<file path="src/rtl/rrct_pkg.sv">
// Shared types and constants for the round-robin completion time block
package rrct_pkg;

	localparam int MAX_JOBS_DEF = 16;
	localparam int TIME_W       = 16;
	localparam int CT_W         = 22;
	localparam int TAT_W        = 23;
	localparam int JOBNUM_W     = 7;
	localparam logic [TIME_W-1:0] QUANTUM_RST = 16'd4;

	typedef enum logic [2:0] {
		ST_LOAD,
		ST_PASS_RD,
		ST_PASS_EX,
		ST_OUT_RD,
		ST_OUT_EX
	} rrct_state_t;

	typedef struct packed {
		logic              ld_en;
		logic              rem_en;
		logic              cmp_en;
		logic [TIME_W-1:0] arrival;
		logic [TIME_W-1:0] burst;
		logic [TIME_W-1:0] remaining;
		logic [CT_W-1:0]   completion;
	} tbl_wr_t;

	typedef struct packed {
		logic [TIME_W-1:0] arrival;
		logic [TIME_W-1:0] burst;
		logic [TIME_W-1:0] remaining;
		logic [CT_W-1:0]   completion;
	} tbl_rd_t;

endpackage

</file>
<file path="src/rtl/round_robin_completion_times.sv">
// Round-robin completion time calculator, top level
// Jobs load one per cycle (s_tdata = arrival, burst; s_tlast marks the final job)
// until s_tlast, then s_tready drops while the job table is walked in load order:
// each job's step in a pass is a registered table read, then one compare,
// subtract and add in the shared slice unit, and P = ceil(max burst / quantum) + 1
// passes run. Results follow in load order, each after its own table read, and
// stall while m_tready is low. A quantum of zero acts as one; jobs beyond MAX_JOBS
// are dropped. The quantum may only be written while idle.
module round_robin_completion_times #(
	parameter int MAX_JOBS = rrct_pkg::MAX_JOBS_DEF
) (
	input  logic                        clk,
	input  logic                        arst_n,
	input  logic                        time_quantum_we,
	input  logic [rrct_pkg::TIME_W-1:0] time_quantum,
	input  logic                        s_tvalid,
	output logic                        s_tready,
	input  logic [31:0]                 s_tdata,  // arrival_time, burst_time
	input  logic                        s_tlast,
	output logic                        m_tvalid,
	input  logic                        m_tready,
	// job_number, completion_time, turnaround_time, waiting_time, zero pad
	output logic [79:0]                 m_tdata,
	output logic                        m_tlast
);
	import rrct_pkg::*;

	localparam int IDX_W = (MAX_JOBS > 1) ? $clog2(MAX_JOBS) : 1;

	logic [IDX_W-1:0]    wr_idx, rd_idx;
	tbl_wr_t             wr;
	tbl_rd_t             rd;
	logic [JOBNUM_W-1:0] job_number;
	logic [CT_W-1:0]     completion;
	logic [TAT_W-1:0]    turnaround, waiting;

	rrct_ctrl #(.MAX_JOBS(MAX_JOBS), .IDX_W(IDX_W)) u_ctrl (
		.clk            (clk),
		.arst_n         (arst_n),
		.time_quantum_we(time_quantum_we),
		.time_quantum   (time_quantum),
		.in_valid       (s_tvalid),
		.in_ready       (s_tready),
		.in_arrival     (s_tdata[15:0]),
		.in_burst       (s_tdata[31:16]),
		.in_last        (s_tlast),
		.out_valid      (m_tvalid),
		.out_ready      (m_tready),
		.out_job_number (job_number),
		.out_completion (completion),
		.out_turnaround (turnaround),
		.out_waiting    (waiting),
		.out_last       (m_tlast),
		.wr_idx         (wr_idx),
		.wr             (wr),
		.rd_idx         (rd_idx),
		.rd             (rd)
	);

	rrct_table #(.MAX_JOBS(MAX_JOBS), .IDX_W(IDX_W)) u_table (
		.clk   (clk),
		.wr_idx(wr_idx),
		.wr    (wr),
		.rd_idx(rd_idx),
		.rd    (rd)
	);

	assign m_tdata = {5'b0, waiting, turnaround, completion, job_number};

endmodule

</file>
<file path="src/rtl/rrct_table.sv">
// Job table memories: one write port, one registered read port
module rrct_table #(
	parameter int MAX_JOBS = rrct_pkg::MAX_JOBS_DEF,
	parameter int IDX_W    = (MAX_JOBS > 1) ? $clog2(MAX_JOBS) : 1
) (
	input  logic             clk,
	input  logic [IDX_W-1:0] wr_idx,
	input  rrct_pkg::tbl_wr_t wr,
	input  logic [IDX_W-1:0] rd_idx,
	output rrct_pkg::tbl_rd_t rd
);
	import rrct_pkg::*;

	logic [TIME_W-1:0] arrival_mem   [MAX_JOBS];
	logic [TIME_W-1:0] burst_mem     [MAX_JOBS];
	logic [TIME_W-1:0] remaining_mem [MAX_JOBS];
	logic [CT_W-1:0]   completion_mem[MAX_JOBS];

	always_ff @(posedge clk) begin
		if (wr.ld_en) begin
			arrival_mem[wr_idx] <= wr.arrival;
			burst_mem[wr_idx]   <= wr.burst;
		end
		if (wr.ld_en || wr.rem_en) begin
			remaining_mem[wr_idx] <= wr.remaining;
		end
		if (wr.ld_en || wr.cmp_en) begin
			completion_mem[wr_idx] <= wr.completion;
		end
	end

	always_ff @(posedge clk) begin
		rd.arrival    <= arrival_mem[rd_idx];
		rd.burst      <= burst_mem[rd_idx];
		rd.remaining  <= remaining_mem[rd_idx];
		rd.completion <= completion_mem[rd_idx];
	end

endmodule

</file>
<file path="src/rtl/rrct_ctrl.sv">
// Sequencer with the shared time-slice unit and the result register
module rrct_ctrl #(
	parameter int MAX_JOBS = rrct_pkg::MAX_JOBS_DEF,
	parameter int IDX_W    = (MAX_JOBS > 1) ? $clog2(MAX_JOBS) : 1
) (
	input  logic                        clk,
	input  logic                        arst_n,
	input  logic                        time_quantum_we,
	input  logic [rrct_pkg::TIME_W-1:0] time_quantum,
	input  logic                        in_valid,
	output logic                        in_ready,
	input  logic [rrct_pkg::TIME_W-1:0] in_arrival,
	input  logic [rrct_pkg::TIME_W-1:0] in_burst,
	input  logic                        in_last,
	output logic                        out_valid,
	input  logic                        out_ready,
	output logic [rrct_pkg::JOBNUM_W-1:0] out_job_number,
	output logic [rrct_pkg::CT_W-1:0]   out_completion,
	output logic [rrct_pkg::TAT_W-1:0]  out_turnaround,
	output logic [rrct_pkg::TAT_W-1:0]  out_waiting,
	output logic                        out_last,
	output logic [IDX_W-1:0]            wr_idx,
	output rrct_pkg::tbl_wr_t           wr,
	output logic [IDX_W-1:0]            rd_idx,
	input  rrct_pkg::tbl_rd_t           rd
);
	import rrct_pkg::*;

	localparam int CNT_W = $clog2(MAX_JOBS + 1);

	rrct_state_t       state_q, state_d;
	logic [IDX_W-1:0]  idx_q;
	logic [CNT_W-1:0]  count_q;
	logic [CT_W-1:0]   elapsed_q;
	logic              busy_q;
	logic [TIME_W-1:0] quantum_q;

	logic [TIME_W-1:0] q_eff;
	logic              rem_nz, rem_gt;
	logic [TIME_W-1:0] step;
	logic [CT_W-1:0]   elapsed_nx;
	logic              idx_is_last, out_free, table_full;
	logic              in_fire, pass_step, out_load;
	logic [TAT_W-1:0]  tat;

	assign q_eff       = (quantum_q == '0) ? TIME_W'(1) : quantum_q;
	assign rem_nz      = (rd.remaining != '0);
	assign rem_gt      = (rd.remaining > q_eff);
	assign step        = rem_gt ? q_eff : rd.remaining;
	assign elapsed_nx  = elapsed_q + CT_W'(step);
	assign idx_is_last = ((CNT_W'(idx_q) + CNT_W'(1)) == count_q);
	assign out_free    = !out_valid || out_ready;
	assign table_full  = (count_q == CNT_W'(MAX_JOBS));
	assign in_fire     = in_valid && in_ready;
	assign rd_idx      = idx_q;
	assign tat         = TAT_W'(rd.completion) - TAT_W'(rd.arrival);

	always_ff @(posedge clk or negedge arst_n) begin
		if (!arst_n) begin
			state_q <= ST_LOAD;
		end else begin
			state_q <= state_d;
		end
	end

	always_comb begin
		state_d   = state_q;
		in_ready  = 1'b0;
		pass_step = 1'b0;
		out_load  = 1'b0;
		wr_idx    = idx_q;
		wr        = '0;
		unique case (state_q)
			ST_LOAD: begin
				in_ready      = 1'b1;
				wr_idx        = count_q[IDX_W-1:0];
				wr.ld_en      = in_valid && !table_full;
				wr.arrival    = in_arrival;
				wr.burst      = in_burst;
				wr.remaining  = in_burst;
				wr.completion = '0;
				if (in_valid && in_last) begin
					state_d = ST_PASS_RD;
				end
			end
			ST_PASS_RD: begin
				state_d = ST_PASS_EX;
			end
			ST_PASS_EX: begin
				pass_step     = 1'b1;
				wr.rem_en     = rem_nz;
				wr.cmp_en     = rem_nz && !rem_gt;
				wr.remaining  = rem_gt ? (rd.remaining - q_eff) : '0;
				wr.completion = elapsed_nx;
				if (idx_is_last && !busy_q && !rem_nz) begin
					state_d = ST_OUT_RD;
				end else begin
					state_d = ST_PASS_RD;
				end
			end
			ST_OUT_RD: begin
				if (out_free) begin
					state_d = ST_OUT_EX;
				end
			end
			ST_OUT_EX: begin
				out_load = 1'b1;
				state_d  = idx_is_last ? ST_LOAD : ST_OUT_RD;
			end
			default: state_d = ST_LOAD;
		endcase
	end

	always_ff @(posedge clk or negedge arst_n) begin
		if (!arst_n) begin
			idx_q     <= '0;
			count_q   <= '0;
			elapsed_q <= '0;
			busy_q    <= 1'b0;
			quantum_q <= QUANTUM_RST;
			out_valid <= 1'b0;
		end else begin
			if (time_quantum_we) begin
				quantum_q <= time_quantum;
			end
			if (in_fire) begin
				if (!table_full) begin
					count_q <= count_q + CNT_W'(1);
				end
				if (in_last) begin
					idx_q     <= '0;
					elapsed_q <= '0;
					busy_q    <= 1'b0;
				end
			end
			if (pass_step) begin
				if (rem_nz) begin
					elapsed_q <= elapsed_nx;
				end
				if (idx_is_last) begin
					idx_q  <= '0;
					busy_q <= 1'b0;
				end else begin
					idx_q  <= idx_q + IDX_W'(1);
					busy_q <= busy_q || rem_nz;
				end
			end
			if (out_load) begin
				if (idx_is_last) begin
					count_q <= '0;
					idx_q   <= '0;
				end else begin
					idx_q <= idx_q + IDX_W'(1);
				end
			end
			if (out_load) begin
				out_valid <= 1'b1;
			end else if (out_ready) begin
				out_valid <= 1'b0;
			end
		end
	end

	always_ff @(posedge clk) begin
		if (out_load) begin
			out_job_number <= JOBNUM_W'(idx_q) + JOBNUM_W'(1);
			out_completion <= rd.completion;
			out_turnaround <= tat;
			out_waiting    <= tat - TAT_W'(rd.burst);
			out_last       <= idx_is_last;
		end
	end

endmodule

</file>
<file path="config.mk">
export PLATFORM = sky130hd
export DESIGN_NAME = round_robin_completion_times
export DESIGN_NICKNAME = d
export VERILOG_FILES = /design/src/rtl/rrct_pkg.sv /design/src/rtl/round_robin_completion_times.sv /design/src/rtl/rrct_table.sv /design/src/rtl/rrct_ctrl.sv
export SDC_FILE = /design/constraint.sdc
export NUM_CORES = 1
export LEC_CHECK = 0
export ABC_AREA = 1
export BUFFER_PORTS_ARGS = -buffer_cell sky130_fd_sc_hd__clkbuf_2
export CAP_MARGIN = 10
export CORE_AREA = 2 2 386 235
export CTS_CLUSTER_DIAMETER = 30
export DETAILED_ROUTE_END_ITERATION = 16
export DIE_AREA = 0 0 388 237
export HOLD_SLACK_MARGIN = 0.12
export PLACE_DENSITY_LB_ADDON = 0.15
export SYNTH_ARGS = -nofsm -noshare
export SYNTH_HDL_FRONTEND = slang
export SYNTH_SLANG_ARGS = --single-unit
</file>
<file path="constraint.sdc">
create_clock -name clk -period 5.9 [get_ports clk]
set_input_delay 0.295 -clock clk [delete_from_list [all_inputs] [get_ports clk]]
set_output_delay 0.295 -clock clk [all_outputs]
set_load 0.01 [all_outputs]
</file>
==> metrics.md <==
| Metric | Value |
|---|---|
| Syn Inst Count | between 4k and 5k |
| Setup TNS | 0 ns |
| H-Tree Depth | 4 |
| Dpl hpwl | between 70 and 80 mm |
| Most frequent cells in the layout | 1194 x edfxtp_1, 526 x nor2_1, 413 x nand2_1 |
| Die extent in x | ~390 um |
| IO Count | between 100 and 150 |
| Initial drt markers | a little over 5k |
| Share of cells above drive strength 1 | 12.4% |
| Worst ir drop on vdd | between 600 and 700 uV |
| Max stage delay on crit path | roughly 0.49 ns |
| WS Path Type | flop to flop |
| Worst-margin pin slew | approximately 1.2 ns |
| Antenna violations before repair | 3 |
| Synth Warn # | 0 |
| Final WS setup | 0.376 ns |
| Worst-path maximum fanout | 16 |
| Avg Inst Size Synth | between 10 and 15 um2 |
| Max_cap viols | 0 |
| Top cell by count, worst path | nand2_1 |
| Pwr per Cell Area | 594 mW/mm2 |
| Slowest-stage cell, CP | nor2_2 |
| Starting Density | just over 60% |
| CP Data Arrival Time | roughly 6.0 ns |
| Final core occ | between 70% and 80% |
| Site Rows | between 80 and 90 |
| Drt drc | 0 |
| Most common cell after layout, fill and taps aside | edfxtp_1 |
| Worst Path Required | about 6.4 ns |
| CTS Buffer Depth | 3 |
| CTS tree | built |
| Grt total ovfl | 0 |
| Clock Pin Slew Worst Setup and Hold Paths | around 0.060 ns |
| Drt total wl | around 140 mm |
| Setup crit end kind | flop |
| Total GRT Usage | a little under a third |
| Leakage | between 0.02 and 0.025 uW |
| HP Class | input port to flop |
| Startpoint Class | flop |
| Hold Vio Cnt, Final | 0 |
| ANT cells | 0 |
| Largest net degree at the start of global routing | 232 |
| Status | finished, final reports clean |
| Die ar. | slightly above 0.09 mm2 |
| Clock root cell | clkbuf_16 |
| RSZ-0062 raised after global routing | false |
| Register area share after synthesis | a little over two thirds |
| Max Fclk | about 180 MHz |
| Overall die height | around 240 um |
| Port buffer count | roughly 130 |
| Max_slew headroom | between 10% and 20% |
| Synthesized flop and latch total | around 1.3k |
| Worst-Skew Late Latency | ~0.76 ns |
| Global-route wire length before repair | around 210 mm |
| Final slew viol count | 0 |
| Vias per cell | slightly above 6 |
| Core Box Area | 0.0887 mm2 |
| Final GP Congestion | approximately 0.95 |
| Number of global-route vias before repair | between 30k and 40k |
| Post-layout minimum cycle time | 5.52 ns |
| Nets@finish | 4471 |
| Setup-failing EPs final | 0 |
| ANT nets after route | 0 |
| Postcts setup bufs | 0 |
| Sink Count | roughly 1.3k |
| DR vias | about 35k |
| Synthesized cell area | 0.0545 mm2 |
| Cell variety after synth | a little under 60 |
| Ys flop type | edfxtp_1 |
| Post-synthesis async set-or-reset flop share | about 4.0% |
| Area Growth Syn to Fin | 14.2% |
| Period utilisation layout | 93.6% |
| Post-DR wirelength/cell | between 20 and 25 um |
| Worst slack at placement | 0.0960 ns |
| Num CTS Buffers | between 150 and 200 |
| Router iterations before antenna repair | 6 |
| Post-synth EDFFs | between 1k and 1.5k |
| Skew final | 0.0335 ns |
stage by stage:
stage / cells / power [uW] / instance area, um2 / hold slack [ns]
after floorplan: 4175 / 22500 / 54500 / -0.000591
after global placement: 5321 / 26700 / 56400 / 0.427
after detailed placement: 5321 / 26900 / 56400 / 0.436
after CTS: 5647 / 36800 / 62200 / 0.120
after global routing: 5650 / 38800 / 62200 / 0.196
final: 5650 / 36900 / 62200 / 0.150
worst max-delay path: cells and delay by family, from the launching register on:
kind	cells	cell delay (ns)
compound gates	6	1.31
xor+xnor	1	0.15
fa+ha+maj	4	1.25
buf+inv	5	0.68
flops	1	0.35
simple gates	12	1.47
power breakdown:
| group | internal (uW) | switching [uW] |
|---|---|---|
| Clock | 6000 | 3850 |
| Sequential | 12700 | 872 |
| Combinational | 4060 | 9490 |
| Total | 22700 | 14200 |
area by class of cell:
type / count / area, um2
Timing Repair Buffer: 253 / 1760
Fill cell: 5981 / 26500
Inverter: 257 / 978
Sequential cell: 1316 / 38600
Clock buffer: 192 / 4270
Multi-Input combinational cell: 2362 / 14000
Clock inverter: 96 / 1140
Tap cell: 1174 / 1470
cell families after synthesis:
logic type                 synth area share (%)
muxes                                      3.97
adders and majority gates                  1.71
other                                   0.00688
DFF                                        70.8
xor gates and xnor gates                  0.962
AOI/OAI and AO/OA                          9.86
buffers and inverters                      3.72
and+or+nand+nor                            8.99
timing repair:
item	4_1_cts	5_1_grt
setup endpoints to repair	0	112
endpoints found under the hold margin	314	0
gates resized for setup	0	10
hold buffers	38	0
final timing paths:
path | start | endpoint | slack [ns] | cells after the start
min | s_tdata[10] | u_table.arrival_mem[13][10] | 0.15 | 3
max | u_ctrl.quantum_q[4] | u_table.completion_mem[6][10] | 0.38 | 28
min in group asynchronous | arst_n | u_ctrl.count_q[3] | 0.22 | 3
max reg2reg | u_ctrl.quantum_q[4] | u_table.completion_mem[6][10] | 0.38 | 28
min reg2reg | u_table.rd[13] | u_ctrl.out_completion[13] | 0.45 | 0
max in group asynchronous | arst_n | u_ctrl.rd_idx[0] | 5.09 | 3
routing by layer:
| metal | up-vias | part of all wire [%] | track usage [%] |
|---|---|---|---|
| li1 | 15791 | - | - |
| met1 | 17051 | 43 | 46.6 |
| met2 | 1836 | 44 | 44.5 |
| met3 | 240 | 11 | 6.50 |
| met4 | 0 | 2.8 | 10.7 |
| met5 | - | 0 | 0 |
sequential cells by signal (all words and copies together), names as in the netlist, 22 cells and up:
register	flops
u_ctrl.out_waiting	23
u_ctrl.elapsed_q	22
u_ctrl.out_completion	22
u_table.remaining_mem	256
u_table.rd	70
u_table.burst_mem	256
u_table.arrival_mem	256
u_table.completion_mem	352
u_ctrl.out_turnaround	23
cell usage after synthesis, drive strengths merged (4+ instances only):
| master | n | share of area (%) |
|---|---|---|
| nor2 | 544 | 3.9 |
| o21ai | 379 | 3.5 |
| dfxtp | 70 | 2.6 |
| nor4 | 4 | 0.057 |
| mux2i | 216 | 4.0 |
| o32ai | 54 | 0.87 |
| clkbuf | 147 | 1.0 |
| nand3 | 167 | 1.5 |
| fa | 4 | 0.15 |
| a21o | 7 | 0.096 |
| dfrtp | 51 | 2.3 |
| or2 | 4 | 0.046 |
| xor2 | 36 | 0.59 |
| edfxtp | 1194 | 66 |
| nand2 | 418 | 2.9 |
| o211ai | 55 | 0.77 |
| a31oi | 5 | 0.057 |
| nand4 | 16 | 0.18 |
| nor3 | 34 | 0.32 |
| inv | 254 | 1.8 |
| o21bai | 4 | 0.055 |
| buf | 93 | 0.93 |
| ha | 68 | 1.6 |
| o22ai | 21 | 0.24 |
| xnor2 | 23 | 0.37 |
| a21oi | 61 | 0.57 |
| o221ai | 216 | 3.5 |
Power figures use the tool's default switching activity.
